===== src/rtl/core/cfa_pkg.sv =====
// Shared types and constants of the contiguous fit allocator.
// No dependencies; cfa_if and the allocator import it.
`default_nettype none

package cfa_pkg;

    // Fixed field widths of the request, result and configuration channels
    localparam int ID_W    = 8;
    localparam int SIZE_W  = 8;
    localparam int START_W = 7;
    localparam int SWAP_W  = 4;
    localparam int AGE_W   = 16;
    localparam int CNT_W   = 6;
    localparam int USED_W  = 8;
    localparam int POL_W   = 2;
    localparam int CFG_IDX_W  = 1;
    localparam int CFG_DATA_W = 4;

    // Fit policy codes
    localparam logic [POL_W-1:0] POL_FIRST = 2'd0;
    localparam logic [POL_W-1:0] POL_BEST  = 2'd1;
    localparam logic [POL_W-1:0] POL_WORST = 2'd2;

    // Configuration register indexes
    localparam logic [CFG_IDX_W-1:0] REG_FIT_POLICY = 1'd0;
    localparam logic [CFG_IDX_W-1:0] REG_SWAP_LIMIT = 1'd1;

    // Result kinds
    localparam logic EV_PLACE = 1'b0;
    localparam logic EV_EVICT = 1'b1;

    localparam logic [SWAP_W-1:0] SWAP_MAX = 4'd15;

    typedef enum logic [2:0] {
        ST_IDLE,
        ST_SCAN,
        ST_EMIT,
        ST_SHIFT,
        ST_INSERT
    } cfa_state_t;

    typedef struct packed {
        logic                event_kind;
        logic [ID_W-1:0]     out_id;
        logic [SIZE_W-1:0]   out_size;
        logic [START_W-1:0]  out_start;
        logic [SWAP_W-1:0]   out_swaps;
        logic                requeue;
        logic [CNT_W-1:0]    resident_count;
        logic [CNT_W-1:0]    hole_count;
        logic [USED_W-1:0]   used_units;
        logic                last;
    } res_item_t;

endpackage

`default_nettype wire


===== src/rtl/core/cfa_if.sv =====
// Channel interfaces of the allocator: request, result and configuration write.
// Depends on cfa_pkg for field widths.
`default_nettype none

interface cfa_req_if;
    import cfa_pkg::*;
    logic              valid;
    logic              ready;
    logic [ID_W-1:0]   proc_id;
    logic [SIZE_W-1:0] req_size;
    logic [SWAP_W-1:0] swap_count;
    modport source (output valid, proc_id, req_size, swap_count, input ready);
    modport sink   (input valid, proc_id, req_size, swap_count, output ready);
endinterface

interface cfa_res_if;
    import cfa_pkg::*;
    logic               valid;
    logic               ready;
    logic               event_kind;
    logic [ID_W-1:0]    out_id;
    logic [SIZE_W-1:0]  out_size;
    logic [START_W-1:0] out_start;
    logic [SWAP_W-1:0]  out_swaps;
    logic               requeue;
    logic [CNT_W-1:0]   resident_count;
    logic [CNT_W-1:0]   hole_count;
    logic [USED_W-1:0]  used_units;
    logic               last;
    modport source (output valid, event_kind, out_id, out_size, out_start, out_swaps,
                    requeue, resident_count, hole_count, used_units, last, input ready);
    modport sink   (input valid, event_kind, out_id, out_size, out_start, out_swaps,
                    requeue, resident_count, hole_count, used_units, last, output ready);
endinterface

interface cfa_cfg_if;
    import cfa_pkg::*;
    logic                  valid;
    logic                  ready;
    logic [CFG_IDX_W-1:0]  index;
    logic [CFG_DATA_W-1:0] data;
    modport source (output valid, index, data, input ready);
    modport sink   (input valid, index, data, output ready);
endinterface

`default_nettype wire


===== src/rtl/core/cfa_ram.sv =====
// Generic simple dual-port RAM: one write port, one read port, registered read.
// No dependencies.
`default_nettype none

module cfa_ram #(
    parameter int WIDTH = 8,
    parameter int DEPTH = 32
) (
    input  wire logic                     clk,
    input  wire logic                     we,
    input  wire logic [$clog2(DEPTH)-1:0] waddr,
    input  wire logic [WIDTH-1:0]         wdata,
    input  wire logic [$clog2(DEPTH)-1:0] raddr,
    output logic      [WIDTH-1:0]         rdata
);

    logic [WIDTH-1:0] mem [DEPTH];

    always_ff @(posedge clk)
    begin
        if (we)
        begin
            mem[waddr] <= wdata;
        end
        rdata <= mem[raddr];
    end

endmodule

`default_nettype wire


===== src/rtl/core/contiguous_fit_allocator_with_eviction.sv =====
// Contiguous fit allocator with eviction of the oldest-loaded segment. Resident
// segments live in one RAM sorted by start address. Each request is handled one
// at a time: a scan over the table finds the hole by the configured policy, the
// oldest segment and the hole count. Either an insert or an eviction follows. An
// insert moves the entries above the hole up, one per cycle, then writes the new
// entry. An eviction moves the entries above the victim down in the same way. The
// table is then scanned again to settle the hole count of the result. The scans
// and the moves are paced by the RAM's single read port. Out-of-range sizes are
// dropped without a result. Depends on cfa_pkg, cfa_if and cfa_ram.
`default_nettype none

module contiguous_fit_allocator_with_eviction #(
    parameter int MEM_UNITS    = 128,
    parameter int MAX_SEGMENTS = 32
) (
    input  wire logic clk,
    input  wire logic rst_n,
    cfa_req_if.sink   req,
    cfa_res_if.source res,
    cfa_cfg_if.sink   cfg
);
    import cfa_pkg::*;

    localparam int UW = $clog2(MEM_UNITS + 1);
    localparam int CW = $clog2(MAX_SEGMENTS + 1);
    localparam int HW = $clog2(MAX_SEGMENTS + 2);
    localparam int AW = $clog2(MAX_SEGMENTS);
    localparam int EW = 2 * UW + ID_W + SWAP_W + AGE_W;

    localparam logic [UW-1:0] MEM_TOP = UW'(MEM_UNITS);
    localparam logic [CW-1:0] SEG_MAX = CW'(MAX_SEGMENTS);

    // State and control registers
    cfa_state_t        state_reg, state_next;
    logic [POL_W-1:0]  fit_policy_reg, fit_policy_next;
    logic [SWAP_W-1:0] swap_limit_reg, swap_limit_next;
    logic [CW-1:0]     seg_count_reg, seg_count_next;
    logic [AGE_W-1:0]  load_clock_reg, load_clock_next;
    logic [UW-1:0]     used_reg, used_next;
    logic [CW-1:0]     ptr_reg, ptr_next;
    logic [CW-1:0]     left_reg, left_next;
    logic              rd_pend_reg, rd_pend_next;
    logic [AW-1:0]     wb_addr_reg, wb_addr_next;
    logic              sh_up_reg, sh_up_next;
    logic [CW-1:0]     proc_idx_reg, proc_idx_next;
    logic [HW-1:0]     holes_reg, holes_next;
    logic              fit_found_reg, fit_found_next;
    logic              pend_valid_reg, pend_valid_next;
    logic              out_valid_reg, out_valid_next;

    // Payload registers
    logic [ID_W-1:0]   rq_id_reg, rq_id_next;
    logic [UW-1:0]     rq_size_reg, rq_size_next;
    logic [SWAP_W-1:0] rq_swaps_reg, rq_swaps_next;
    logic [UW-1:0]     prev_end_reg, prev_end_next;
    logic [UW-1:0]     fit_len_reg, fit_len_next;
    logic [CW-1:0]     fit_idx_reg, fit_idx_next;
    logic [UW-1:0]     fit_begin_reg, fit_begin_next;
    logic [AGE_W-1:0]  old_age_reg, old_age_next;
    logic [AW-1:0]     old_idx_reg, old_idx_next;
    logic [ID_W-1:0]   ev_id_reg, ev_id_next;
    logic [UW-1:0]     ev_size_reg, ev_size_next;
    logic [UW-1:0]     ev_start_reg, ev_start_next;
    logic [SWAP_W-1:0] ev_swaps_reg, ev_swaps_next;
    logic              pend_kind_reg, pend_kind_next;
    logic [ID_W-1:0]   pend_id_reg, pend_id_next;
    logic [UW-1:0]     pend_size_reg, pend_size_next;
    logic [UW-1:0]     pend_start_reg, pend_start_next;
    logic [SWAP_W-1:0] pend_swaps_reg, pend_swaps_next;
    logic              pend_rq_reg, pend_rq_next;
    res_item_t         out_reg, out_next;

    // RAM port
    logic          ram_we;
    logic [AW-1:0] ram_waddr;
    logic [EW-1:0] ram_wdata;
    logic [AW-1:0] ram_raddr;
    logic [EW-1:0] ram_rdata;

    logic [UW-1:0]     rd_start;
    logic [UW-1:0]     rd_size;
    logic [ID_W-1:0]   rd_id;
    logic [SWAP_W-1:0] rd_swaps;
    logic [AGE_W-1:0]  rd_age;

    cfa_ram #(
        .WIDTH (EW),
        .DEPTH (MAX_SEGMENTS)
    ) u_seg_ram (
        .clk   (clk),
        .we    (ram_we),
        .waddr (ram_waddr),
        .wdata (ram_wdata),
        .raddr (ram_raddr),
        .rdata (ram_rdata)
    );

    assign {rd_age, rd_swaps, rd_id, rd_size, rd_start} = ram_rdata;

    // Channel handshakes
    logic out_free;
    logic req_fire;
    assign out_free  = !out_valid_reg || res.ready;
    assign req.ready = (state_reg == ST_IDLE);
    assign req_fire  = req.valid && req.ready;
    assign cfg.ready = 1'b1;

    assign res.valid          = out_valid_reg;
    assign res.event_kind     = out_reg.event_kind;
    assign res.out_id         = out_reg.out_id;
    assign res.out_size       = out_reg.out_size;
    assign res.out_start      = out_reg.out_start;
    assign res.out_swaps      = out_reg.out_swaps;
    assign res.requeue        = out_reg.requeue;
    assign res.resident_count = out_reg.resident_count;
    assign res.hole_count     = out_reg.hole_count;
    assign res.used_units     = out_reg.used_units;
    assign res.last           = out_reg.last;

    // Gap evaluation shared by every scan step
    logic          issue;
    logic          gap_eval;
    logic [UW-1:0] gap_end;
    logic [UW-1:0] gap_len;
    logic          gap_take;
    logic [AGE_W-1:0] age;

    always_comb
    begin
        issue    = (state_reg == ST_SCAN) && (ptr_reg < seg_count_reg);
        gap_eval = (state_reg == ST_SCAN) && (rd_pend_reg || !issue);
        gap_end  = rd_pend_reg ? rd_start : MEM_TOP;
        gap_len  = gap_end - prev_end_reg;
        age      = load_clock_reg - rd_age;
        gap_take = 1'b0;
        if (gap_len >= rq_size_reg)
        begin
            case (fit_policy_reg)
                POL_BEST:  gap_take = !fit_found_reg || (gap_len <= fit_len_reg);
                POL_WORST: gap_take = !fit_found_reg || (gap_len >= fit_len_reg);
                default:   gap_take = !fit_found_reg;
            endcase
        end
    end

    // Next state and datapath
    logic start_scan;

    always_comb
    begin
        state_next      = state_reg;
        fit_policy_next = fit_policy_reg;
        swap_limit_next = swap_limit_reg;
        seg_count_next  = seg_count_reg;
        load_clock_next = load_clock_reg;
        used_next       = used_reg;
        ptr_next        = ptr_reg;
        left_next       = left_reg;
        rd_pend_next    = 1'b0;
        wb_addr_next    = wb_addr_reg;
        sh_up_next      = sh_up_reg;
        proc_idx_next   = proc_idx_reg;
        holes_next      = holes_reg;
        fit_found_next  = fit_found_reg;
        pend_valid_next = pend_valid_reg;
        out_valid_next  = out_valid_reg && !res.ready;
        rq_id_next      = rq_id_reg;
        rq_size_next    = rq_size_reg;
        rq_swaps_next   = rq_swaps_reg;
        prev_end_next   = prev_end_reg;
        fit_len_next    = fit_len_reg;
        fit_idx_next    = fit_idx_reg;
        fit_begin_next  = fit_begin_reg;
        old_age_next    = old_age_reg;
        old_idx_next    = old_idx_reg;
        ev_id_next      = ev_id_reg;
        ev_size_next    = ev_size_reg;
        ev_start_next   = ev_start_reg;
        ev_swaps_next   = ev_swaps_reg;
        pend_kind_next  = pend_kind_reg;
        pend_id_next    = pend_id_reg;
        pend_size_next  = pend_size_reg;
        pend_start_next = pend_start_reg;
        pend_swaps_next = pend_swaps_reg;
        pend_rq_next    = pend_rq_reg;
        out_next        = out_reg;
        ram_we          = 1'b0;
        ram_waddr       = wb_addr_reg;
        ram_wdata       = ram_rdata;
        ram_raddr       = ptr_reg[AW-1:0];
        start_scan      = 1'b0;

        // Configuration writes
        if (cfg.valid)
        begin
            unique case (cfg.index)
                REG_FIT_POLICY: fit_policy_next = POL_W'(cfg.data);
                REG_SWAP_LIMIT: swap_limit_next = SWAP_W'(cfg.data);
                default: ;
            endcase
        end

        unique case (state_reg)
            ST_IDLE:
            begin
                if (req_fire && (req.req_size != '0)
                    && ({{(32-SIZE_W){1'b0}}, req.req_size} <= 32'(MEM_UNITS)))
                begin
                    rq_id_next    = req.proc_id;
                    rq_size_next  = UW'(req.req_size);
                    rq_swaps_next = req.swap_count;
                    start_scan    = 1'b1;
                end
            end

            ST_SCAN:
            begin
                // Issue the next table read
                if (issue)
                begin
                    ptr_next     = ptr_reg + 1'b1;
                    rd_pend_next = 1'b1;
                end
                // Fold in one gap per cycle
                if (gap_eval)
                begin
                    if (gap_len != '0)
                    begin
                        holes_next = holes_reg + 1'b1;
                    end
                    if (gap_take)
                    begin
                        fit_found_next = 1'b1;
                        fit_len_next   = gap_len;
                        fit_idx_next   = proc_idx_reg;
                        fit_begin_next = prev_end_reg;
                    end
                end
                // Entry step: advance past the entry and track the oldest segment
                if (rd_pend_reg)
                begin
                    prev_end_next = rd_start + rd_size;
                    proc_idx_next = proc_idx_reg + 1'b1;
                    if ((proc_idx_reg == '0) || (age > old_age_reg))
                    begin
                        old_age_next  = age;
                        old_idx_next  = proc_idx_reg[AW-1:0];
                        ev_id_next    = rd_id;
                        ev_size_next  = rd_size;
                        ev_start_next = rd_start;
                        ev_swaps_next = rd_swaps;
                    end
                end
                else if (!issue)
                begin
                    state_next = ST_EMIT;
                end
            end

            ST_EMIT:
            begin
                if (!pend_valid_reg || out_free)
                begin
                    // Deliver the result of the previous change
                    if (pend_valid_reg)
                    begin
                        out_valid_next         = 1'b1;
                        pend_valid_next        = 1'b0;
                        out_next.event_kind     = pend_kind_reg;
                        out_next.out_id         = pend_id_reg;
                        out_next.out_size       = SIZE_W'(pend_size_reg);
                        out_next.out_start      = START_W'(pend_start_reg);
                        out_next.out_swaps      = pend_swaps_reg;
                        out_next.requeue        = pend_rq_reg;
                        out_next.resident_count = CNT_W'(seg_count_reg);
                        out_next.hole_count     = CNT_W'(holes_reg);
                        out_next.used_units     = USED_W'(used_reg);
                        out_next.last           = (pend_kind_reg == EV_PLACE);
                    end

                    if (pend_valid_reg && (pend_kind_reg == EV_PLACE))
                    begin
                        state_next = ST_IDLE;
                    end
                    else if (fit_found_reg && (seg_count_reg < SEG_MAX))
                    begin
                        // Place: open a slot at the chosen gap
                        sh_up_next      = 1'b1;
                        ptr_next        = seg_count_reg - 1'b1;
                        left_next       = seg_count_reg - fit_idx_reg;
                        seg_count_next  = seg_count_reg + 1'b1;
                        load_clock_next = load_clock_reg + 1'b1;
                        used_next       = used_reg + rq_size_reg;
                        pend_valid_next = 1'b1;
                        pend_kind_next  = EV_PLACE;
                        pend_id_next    = rq_id_reg;
                        pend_size_next  = rq_size_reg;
                        pend_start_next = fit_begin_reg;
                        pend_swaps_next = rq_swaps_reg;
                        pend_rq_next    = 1'b0;
                        state_next      = ST_SHIFT;
                    end
                    else
                    begin
                        // Evict the oldest segment and close its slot
                        sh_up_next      = 1'b0;
                        ptr_next        = CW'(old_idx_reg) + 1'b1;
                        left_next       = seg_count_reg - 1'b1 - CW'(old_idx_reg);
                        seg_count_next  = seg_count_reg - 1'b1;
                        used_next       = used_reg - ev_size_reg;
                        pend_valid_next = 1'b1;
                        pend_kind_next  = EV_EVICT;
                        pend_id_next    = ev_id_reg;
                        pend_size_next  = ev_size_reg;
                        pend_start_next = ev_start_reg;
                        pend_swaps_next = (ev_swaps_reg == SWAP_MAX) ? SWAP_MAX
                                                                     : ev_swaps_reg + 1'b1;
                        pend_rq_next    = (ev_swaps_reg < swap_limit_reg);
                        state_next      = ST_SHIFT;
                    end
                end
            end

            ST_SHIFT:
            begin
                // Read one entry per cycle, write it one slot over the next cycle
                if (left_reg != '0)
                begin
                    rd_pend_next = 1'b1;
                    left_next    = left_reg - 1'b1;
                    wb_addr_next = sh_up_reg ? AW'(ptr_reg + 1'b1) : AW'(ptr_reg - 1'b1);
                    ptr_next     = sh_up_reg ? ptr_reg - 1'b1 : ptr_reg + 1'b1;
                end
                if (rd_pend_reg)
                begin
                    ram_we = 1'b1;
                end
                if ((left_reg == '0) && !rd_pend_reg)
                begin
                    if (sh_up_reg)
                    begin
                        state_next = ST_INSERT;
                    end
                    else
                    begin
                        start_scan = 1'b1;
                    end
                end
            end

            ST_INSERT:
            begin
                ram_we     = 1'b1;
                ram_waddr  = fit_idx_reg[AW-1:0];
                ram_wdata  = {load_clock_reg - 1'b1, rq_swaps_reg, rq_id_reg,
                              rq_size_reg, fit_begin_reg};
                start_scan = 1'b1;
            end

            default:
            begin
                state_next = ST_IDLE;
            end
        endcase

        // Start a new scan and clear the scan accumulators
        if (start_scan)
        begin
            state_next     = ST_SCAN;
            ptr_next       = '0;
            proc_idx_next  = '0;
            prev_end_next  = '0;
            holes_next     = '0;
            fit_found_next = 1'b0;
            rd_pend_next   = 1'b0;
        end
    end

    // Control registers
    always_ff @(posedge clk or negedge rst_n)
    begin
        if (!rst_n)
        begin
            state_reg      <= ST_IDLE;
            fit_policy_reg <= POL_FIRST;
            swap_limit_reg <= 4'd3;
            seg_count_reg  <= '0;
            load_clock_reg <= '0;
            used_reg       <= '0;
            ptr_reg        <= '0;
            left_reg       <= '0;
            rd_pend_reg    <= 1'b0;
            sh_up_reg      <= 1'b0;
            proc_idx_reg   <= '0;
            holes_reg      <= '0;
            fit_found_reg  <= 1'b0;
            pend_valid_reg <= 1'b0;
            out_valid_reg  <= 1'b0;
        end
        else
        begin
            state_reg      <= state_next;
            fit_policy_reg <= fit_policy_next;
            swap_limit_reg <= swap_limit_next;
            seg_count_reg  <= seg_count_next;
            load_clock_reg <= load_clock_next;
            used_reg       <= used_next;
            ptr_reg        <= ptr_next;
            left_reg       <= left_next;
            rd_pend_reg    <= rd_pend_next;
            sh_up_reg      <= sh_up_next;
            proc_idx_reg   <= proc_idx_next;
            holes_reg      <= holes_next;
            fit_found_reg  <= fit_found_next;
            pend_valid_reg <= pend_valid_next;
            out_valid_reg  <= out_valid_next;
        end
    end

    // Payload registers
    always_ff @(posedge clk)
    begin
        wb_addr_reg    <= wb_addr_next;
        rq_id_reg      <= rq_id_next;
        rq_size_reg    <= rq_size_next;
        rq_swaps_reg   <= rq_swaps_next;
        prev_end_reg   <= prev_end_next;
        fit_len_reg    <= fit_len_next;
        fit_idx_reg    <= fit_idx_next;
        fit_begin_reg  <= fit_begin_next;
        old_age_reg    <= old_age_next;
        old_idx_reg    <= old_idx_next;
        ev_id_reg      <= ev_id_next;
        ev_size_reg    <= ev_size_next;
        ev_start_reg   <= ev_start_next;
        ev_swaps_reg   <= ev_swaps_next;
        pend_kind_reg  <= pend_kind_next;
        pend_id_reg    <= pend_id_next;
        pend_size_reg  <= pend_size_next;
        pend_start_reg <= pend_start_next;
        pend_swaps_reg <= pend_swaps_next;
        pend_rq_reg    <= pend_rq_next;
        out_reg        <= out_next;
    end

endmodule

`default_nettype wire

===== src/flat_wrapper.sv =====
// flat-port wrapper written by rule: the top's interface ports become plain ports
module contiguous_fit_allocator_with_eviction_flat import cfa_pkg::*;
#(
    parameter int MEM_UNITS    = 128,
    parameter int MAX_SEGMENTS = 32
)
  (clk, rst_n, req_valid, req_proc_id, req_req_size, req_swap_count, req_ready, res_valid, res_event_kind, res_out_id, res_out_size, res_out_start, res_out_swaps, res_requeue, res_resident_count, res_hole_count, res_used_units, res_last, res_ready, cfg_valid, cfg_index, cfg_data, cfg_ready);
  cfa_req_if req_i ();
  cfa_res_if res_i ();
  cfa_cfg_if cfg_i ();
  input  wire logic clk;
  input  wire logic rst_n;
  input wire logic [$bits(req_i.valid)-1:0] req_valid;
  input wire logic [$bits(req_i.proc_id)-1:0] req_proc_id;
  input wire logic [$bits(req_i.req_size)-1:0] req_req_size;
  input wire logic [$bits(req_i.swap_count)-1:0] req_swap_count;
  output wire logic [$bits(req_i.ready)-1:0] req_ready;
  output wire logic [$bits(res_i.valid)-1:0] res_valid;
  output wire logic [$bits(res_i.event_kind)-1:0] res_event_kind;
  output wire logic [$bits(res_i.out_id)-1:0] res_out_id;
  output wire logic [$bits(res_i.out_size)-1:0] res_out_size;
  output wire logic [$bits(res_i.out_start)-1:0] res_out_start;
  output wire logic [$bits(res_i.out_swaps)-1:0] res_out_swaps;
  output wire logic [$bits(res_i.requeue)-1:0] res_requeue;
  output wire logic [$bits(res_i.resident_count)-1:0] res_resident_count;
  output wire logic [$bits(res_i.hole_count)-1:0] res_hole_count;
  output wire logic [$bits(res_i.used_units)-1:0] res_used_units;
  output wire logic [$bits(res_i.last)-1:0] res_last;
  input wire logic [$bits(res_i.ready)-1:0] res_ready;
  input wire logic [$bits(cfg_i.valid)-1:0] cfg_valid;
  input wire logic [$bits(cfg_i.index)-1:0] cfg_index;
  input wire logic [$bits(cfg_i.data)-1:0] cfg_data;
  output wire logic [$bits(cfg_i.ready)-1:0] cfg_ready;
  assign req_i.valid = req_valid;
  assign req_i.proc_id = req_proc_id;
  assign req_i.req_size = req_req_size;
  assign req_i.swap_count = req_swap_count;
  assign req_ready = req_i.ready;
  assign res_valid = res_i.valid;
  assign res_event_kind = res_i.event_kind;
  assign res_out_id = res_i.out_id;
  assign res_out_size = res_i.out_size;
  assign res_out_start = res_i.out_start;
  assign res_out_swaps = res_i.out_swaps;
  assign res_requeue = res_i.requeue;
  assign res_resident_count = res_i.resident_count;
  assign res_hole_count = res_i.hole_count;
  assign res_used_units = res_i.used_units;
  assign res_last = res_i.last;
  assign res_i.ready = res_ready;
  assign cfg_i.valid = cfg_valid;
  assign cfg_i.index = cfg_index;
  assign cfg_i.data = cfg_data;
  assign cfg_ready = cfg_i.ready;
  contiguous_fit_allocator_with_eviction #(.MEM_UNITS(MEM_UNITS), .MAX_SEGMENTS(MAX_SEGMENTS)) u_core (.clk(clk), .rst_n(rst_n), .req(req_i), .res(res_i), .cfg(cfg_i));
endmodule

===== config.mk =====
export PLATFORM = sky130hd
export DESIGN_NAME = contiguous_fit_allocator_with_eviction_flat
export DESIGN_NICKNAME = d
export VERILOG_FILES = /design/src/rtl/core/cfa_pkg.sv /design/src/rtl/core/cfa_if.sv /design/src/rtl/core/cfa_ram.sv /design/src/rtl/core/contiguous_fit_allocator_with_eviction.sv /design/src/flat_wrapper.sv
export SDC_FILE = /design/constraint.sdc
export NUM_CORES = 2
export LEC_CHECK = 0
export BUFFER_PORTS_ARGS = -buffer_cell sky130_fd_sc_hd__buf_4
export CAP_MARGIN = 30
export CELL_PAD_IN_SITES_DETAIL_PLACEMENT = 0
export CELL_PAD_IN_SITES_GLOBAL_PLACEMENT = 2
export CORE_MARGIN = 4
export CORE_UTILIZATION = 54
export CTS_BUF_LIST = sky130_fd_sc_hd__clkbuf_16
export DETAILED_ROUTE_END_ITERATION = 10
export PLACE_DENSITY_LB_ADDON = 0.1
export SYNTH_ARGS = -nofsm -noshare
export SYNTH_HDL_FRONTEND = slang
export SYNTH_SLANG_ARGS = --single-unit

===== constraint.sdc =====
create_clock -name clk -period 14.6 [get_ports clk]
set_input_delay 2.92 -clock clk [delete_from_list [all_inputs] [get_ports clk]]
set_output_delay 2.92 -clock clk [all_outputs]
set_load 0.01 [all_outputs]

* Word level (Yosys, flattened, before mapping)
Memories as Yosys holds them, arrays and structs flattened. A register that Yosys moved wholly into a read port is not among the register bits.
Cells that the tools add are included.
** Storage, ports and cells
- Register bits :: 250
- Bits in latches :: 0
- Bits in writable memories :: 1408
- ROM bits :: 0
- Input port bits :: 30
- Output and inout bits :: 53
- Word-level logic and storage cells :: 209
- Memories :: 1
** Operators by class
- Add/sub/neg operators :: 18
- Multipliers :: 0
- Div/mod/pow operators :: 0
- Magnitude comparators :: 8
- Eq/ne operators :: 19
- Shift operators :: 0
- Mux-type cells :: 63
- Bitwise gates (word level) :: 3
- Reduce and logical (&&, ||, !) cells :: 52
** Memory list
- u_core.u_seg_ram.mem :: words 32, width 44, rd ports 1, clocked after memory_dff 1, wr ports 1, RTL line cfa_ram.sv:17 : logic [WIDTH-1:0] mem [DEPTH];
** Operator list (number)
- $mux W6 :: 19
- $mux W44 :: 1
- $mux W8 :: 4
- $add A6 B1 Y6 const B :: 4
- $mux W1 :: 20
- $mux W3 :: 6
- $pmux W6 S3 :: 1
- $reduce_and A3 Y1 :: 6
- $sub A6 B1 Y6 const B :: 3
- $add A16 B1 Y16 const B :: 1
- $add A8 B8 Y8 :: 2
- $ge A8 B8 Y1 :: 2
- $gt A16 B16 Y1 :: 1
- $reduce_bool A8 Y1 :: 2
- $sub A16 B1 Y16 const B :: 1
- $sub A16 B16 Y16 :: 1
- $sub A8 B8 Y8 :: 2
- $ne A3 B1 Y1 const B :: 5
- $reduce_and A2 Y1 :: 7
- $logic_not A6 Y1 :: 2
- $pmux W3 S4 :: 1
- $pmux W6 S2 :: 1
- $reduce_bool A2 Y1 :: 6
- $mux W5 :: 2
- 35 further kinds :: 63

* Logic depth before layout (Yosys ltp)
- Depth in word-level cells :: 10
- Depth in mapped cells :: 18
- Gate-level depth less buffers :: 18

* Cells and area by module
A second synthesis with hierarchy kept.
** Second synthesis, totals
- Cells, all modules :: 4416
- Area, all modules :: 69339.0 um2
** Modules (own cells, without submodules)
- cfa_ram :: times used 1, cells an instance 3090, area each 55520.7 um2, seq. area each 43161.4 um2
- contiguous_fit_allocator_with_eviction :: times used 1, cells an instance 1326, area each 13818.3 um2, seq. area each 7089.3 um2

* Least setup slack after synthesis
OpenSTA, ideal clock, no wires.
- Path type :: register to register
- From :: register u_core.load_clock_reg[0]
- To :: register u_core.ev_id_reg[0], enable pin
- Library setup time :: 0.526 ns
- Arrival time :: 6.582 ns
- Required time :: 14.074 ns
- Setup slack :: 7.492 ns
- Stages on the path, launching flop included :: 19
- Buffers on the path :: 0
- Period minus slack after synthesis :: 7.108 ns
- Cell sequence :: dfrtp_1 > inv_1 > ha_1 > inv_1 > fa_1 > a21o_1 > a21oi_1 > o21a_1 > o21ai_0 > a31o_2 > a21oi_1 > xnor2_1 > ha_1 > nand4_1 > nor2_1 > nand4_1 > a21oi_1 > nor3_1 > a211oi_1
** On the way
- Longest elaborated chain between the ends :: 4
** Ends and longest elaborated chain
- start: declaration :: RTL line contiguous_fit_allocator_with_eviction.sv:38 : logic [AGE_W-1:0] load_clock_reg, load_clock_next;
- start signal: assignment :: RTL line contiguous_fit_allocator_with_eviction.sv:406 : load_clock_reg <= load_clock_next;
- $sub A16 B16 Y16 :: RTL line contiguous_fit_allocator_with_eviction.sv:134 : age = load_clock_reg - rd_age;
- net u_core.age[10] :: RTL line contiguous_fit_allocator_with_eviction.sv:126 : logic [AGE_W-1:0] age;
- $gt A16 B16 Y1 :: RTL line contiguous_fit_allocator_with_eviction.sv:244 : if ((proc_idx_reg == '0) || (age > old_age_reg))
- $logic_or A1 B1 Y1 :: RTL line contiguous_fit_allocator_with_eviction.sv:244
- $reduce_and A3 Y1 (no line)
- end signal: assignment :: RTL line contiguous_fit_allocator_with_eviction.sv:433 : ev_id_reg <= ev_id_next;
- end: declaration :: RTL line contiguous_fit_allocator_with_eviction.sv:61 : logic [ID_W-1:0] ev_id_reg, ev_id_next;
The timed path passes the listed nets, and every way through them passes these cells.
A chain may end at the register's enable or synchronous reset.

* Worst setup path in the final report
- From :: register u_core.state_reg[0]
- To :: output req_ready
** On the way
- Longest elaborated chain between the ends :: 1
** Ends and longest elaborated chain
- start: declaration :: RTL line contiguous_fit_allocator_with_eviction.sv:34 : cfa_state_t state_reg, state_next;
- start signal: assignment :: RTL line contiguous_fit_allocator_with_eviction.sv:402 : state_reg <= state_next;
- $logic_not A3 Y1 :: RTL line contiguous_fit_allocator_with_eviction.sv:104 : assign req.ready = (state_reg == ST_IDLE);
- end: declaration :: RTL line flat_wrapper.sv:17 : output wire logic [$bits(req_i.ready)-1:0] req_ready;
Every way passes these cells.

==> impl_metrics.ini <==
[outcome]
status = completed

[layout]
largest_register = u_core.u_seg_ram.mem
reg_top3 = u_core.u_seg_ram.mem: 1408 flops, u_core.u_seg_ram.rdata: 44 flops
drive_gt1_share_pct = 26.4
diodes = 0
layout.cells.non_filler = 5428
final_net_count = 3786
fillers = 8576
syn_to_final_growth_pct = 13.7
final_cell_mix = 1582 x edfxtp_1, 440 x mux4_2, 259 x nand2_1
seqCellArea_um2 = 50300
multi_input_area_um2 = 17000
final_common_cell = edfxtp_1
largest_register_ffs = 1408

[logic_synthesis]
synth_compound_area_share_pct = 2.23
synth_area_per_cell_um2 = 19.7
synth_cell_types = 68
synth_xor_area_share_pct = 1.19
synthCells = 3444
ys.flop_type = edfxtp_1
yosys_warnings = 0
async_reset_ff_share_pct = 4.00
synthSimpleGateAreaFrac_pct = 3.48
synth_mux_area_share_pct = 15.6
synth_area_um2 = 68000
synthAdderAreaFrac_pct = 2.04
synth_edf_count = 1582
syn_nets = 3581
synth-seq-area-share_pct = 73.9
ys_ff_latch = 1702
synth_top_family_by_area = multiplexers

[routing]
totalWireLength_um = 172000
vias_per_cell = 6.31
drt_iter0_drc = 4160
wl_per_cell_um = 31.7
drc = 0
detail_route.first_pass.iterations = 5
vias = 34273
ant_nets = 0

[setup_path]
crit_buf_inv = 1
cp_cell_sequence = nor3_1 -> buf_4
reg2reg_to = u_core.u_seg_ram.mem[24][41]
endpoint_kind = output port
timing.reg2reg.setup_slack_ns = 9.88
start_kind = flop
critical_path_arrival_ns = 2.11
path_class = reg2out
crit_fanout = 18
reg2reg_from = u_core.state_reg[0]
worst_r2r_path_depth = 7
crit_family = flip-flops
crit_slowest_cell = dfrtp_1
cpPeakStageDelay_ns = 0.59
cp.required_ns = 11.68

[global_route]
use_met2_pct = 43.8
use_met3_pct = 4.34
grt_pass1_wl_um = 249000
grt_max_degree = 102
grt_overflow = 0
met1_usage_pct = 38.2
grt_pass1_vias = 34785
grt.busiest_layer = met2
track_usage_pct = 26.6
grt_antenna_before_repair = 3

[cts]
holdBufCountCts = 0
post-cts-setup-buffer-count = 0
cts.sinks = 1702
numCtsBuffers = 171
cts_resized = 0
cts_tree = yes
cts_root_buf = clkbuf_16
htreeDepth = 4
worstSkewPairLatency_ns = 0.80
cts_buffer_depth = 3
clkTransAtPathRegs_ns = 0.06

[sta]
fin_tns_setup_ns = 0
fin_crit_ns = 5.03
worst_pin_slew_ns = 1.03
slew_viol_final = 0
clock_skew_ns = 0.0364
setup_viol = 0
max_freq_ghz = 0.199
period_share_pct = 34.5
grt_setup_unrepaired = false
hold_violations = 0
slew_headroom_pct = 31.6

[placed_design]
hpwl_um = 96300
gp_congestion = 0.818
io_buffers = 81
place_inst = 5101

[die]
initial_utilization_pct = 54.7
core-area_um2 = 124000
dieArea_um2 = 132000
io_pins = 83
die_w_um = 363
die_h_um = 363
fp-row-count = 129

[hold_path]
min_path_cells = 0
hold_class = reg2reg
hold_end = u_core.res.out_id[2]
worst_hold_startpoint = u_core.pend_id_reg[2]

[power]
total_leakage_power_nw = 25.9
vdd_drop_max_uv = 127
finalPower_mw = 16.3
p_per_area_nw_per_um2 = 210

[flow_run]
drv_cap = 0
[Yosys cell counts, drive strengths merged, types with 3 or more instances]
cell type | number | share of area (%)
nand3b | 4 | 0.044
o22ai | 9 | 0.083
a21o | 21 | 0.23
xnor2 | 62 | 0.80
nor2 | 95 | 0.52
a21boi | 3 | 0.033
o21ai | 89 | 0.66
mux2 | 51 | 0.84
clkbuf | 107 | 0.59
and2 | 10 | 0.092
nand2b | 18 | 0.17
a21oi | 67 | 0.50
edfxtp | 1582 | 70
xor2 | 30 | 0.39
nand3 | 27 | 0.20
a31oi | 8 | 0.074
nand4 | 15 | 0.14
fa | 6 | 0.18
buf | 49 | 0.34
or3 | 6 | 0.055
o211ai | 10 | 0.11
dfrtp | 66 | 2.4
a211oi | 6 | 0.066
nor2b | 15 | 0.14
nor4 | 9 | 0.083
or4 | 7 | 0.077
mux4 | 440 | 15
ha | 101 | 1.9
dfxtp | 52 | 1.5
o31ai | 12 | 0.13
nor3 | 31 | 0.24
a2111oi | 3 | 0.039
inv | 106 | 0.59
nand2 | 260 | 1.4
o21a | 8 | 0.088
and3 | 11 | 0.10
or2 | 3 | 0.028
mux2i | 13 | 0.19
[logic make-up (layout without fill, tap and decap cells)]
group	after synthesis	count (layout)
DFF	1702	1702
and+or+nand+nor	523	523
muxes	504	504
buffers and inverters	262	609
AOI/OAI and AO/OA	253	253
adders and majority gates	107	107
xor gates and xnor gates	92	92
other	1	1
[final cells by class]
| type | count | area share, % |
|---|---|---|
| Clock inverter | 143 | 1.78 |
| Inverter | 106 | 0.515 |
| Tap cell | 1637 | 2.65 |
| Multi-Input combinational cell | 1480 | 22.1 |
| Timing Repair Buffer | 188 | 2.42 |
| Clock buffer | 172 | 5.57 |
| Sequential cell | 1702 | 65.0 |
[power breakdown]
group,internal [mW],switching (mW)
clock network,2.52,1.88
registers,6.39,0.418
logic,2.22,2.82
total,11.1,5.12
[per-stage QoR]
step / area (µm²) / util [%] / hold WS [ns] / setup slack, ns
floorplan: 68000 / - / 0.400 / 7.49
global placement: 70900 / 57.1 / 0.401 / 8.86
detailed placement: 71400 / 57.5 / 0.405 / 9.00
CTS: 77100 / 62.0 / 0.419 / 9.44
global route: 77300 / 62.2 / 0.428 / 9.38
finish: 77300 / 62.2 / 0.419 / 9.57
[worst register-to-register path: cells and delay by family (launching register included)]
kind	cells	cell delay, ns
buffers and inverters	2	1.33
DFF	1	0.59
and+or+nand+nor	4	2.06
muxes	1	0.34
[per-layer routing]
layer	up-vias	part of all wire, %
met5	-	0
met4	0	2.0
met3	238	7.5
met1	18245	41
met2	1492	50
li1	14298	-
[worst max path at each step]
stage	from	end	slack, ns	cells past startpoint
after floorplan	u_core.load_clock_reg[0]	u_core.ev_id_reg[0]	7.49	18
after global placement	req_req_size[2]	u_core.state_reg[1]	8.86	7
after detailed placement	req_req_size[2]	u_core.state_reg[1]	9.00	7
after CTS	u_core.state_reg[0]	req_ready	9.44	2
after global routing	u_core.state_reg[0]	req_ready	9.38	2
final	u_core.state_reg[0]	req_ready	9.57	2
Note: power is estimated with default switching activity, not from simulation.
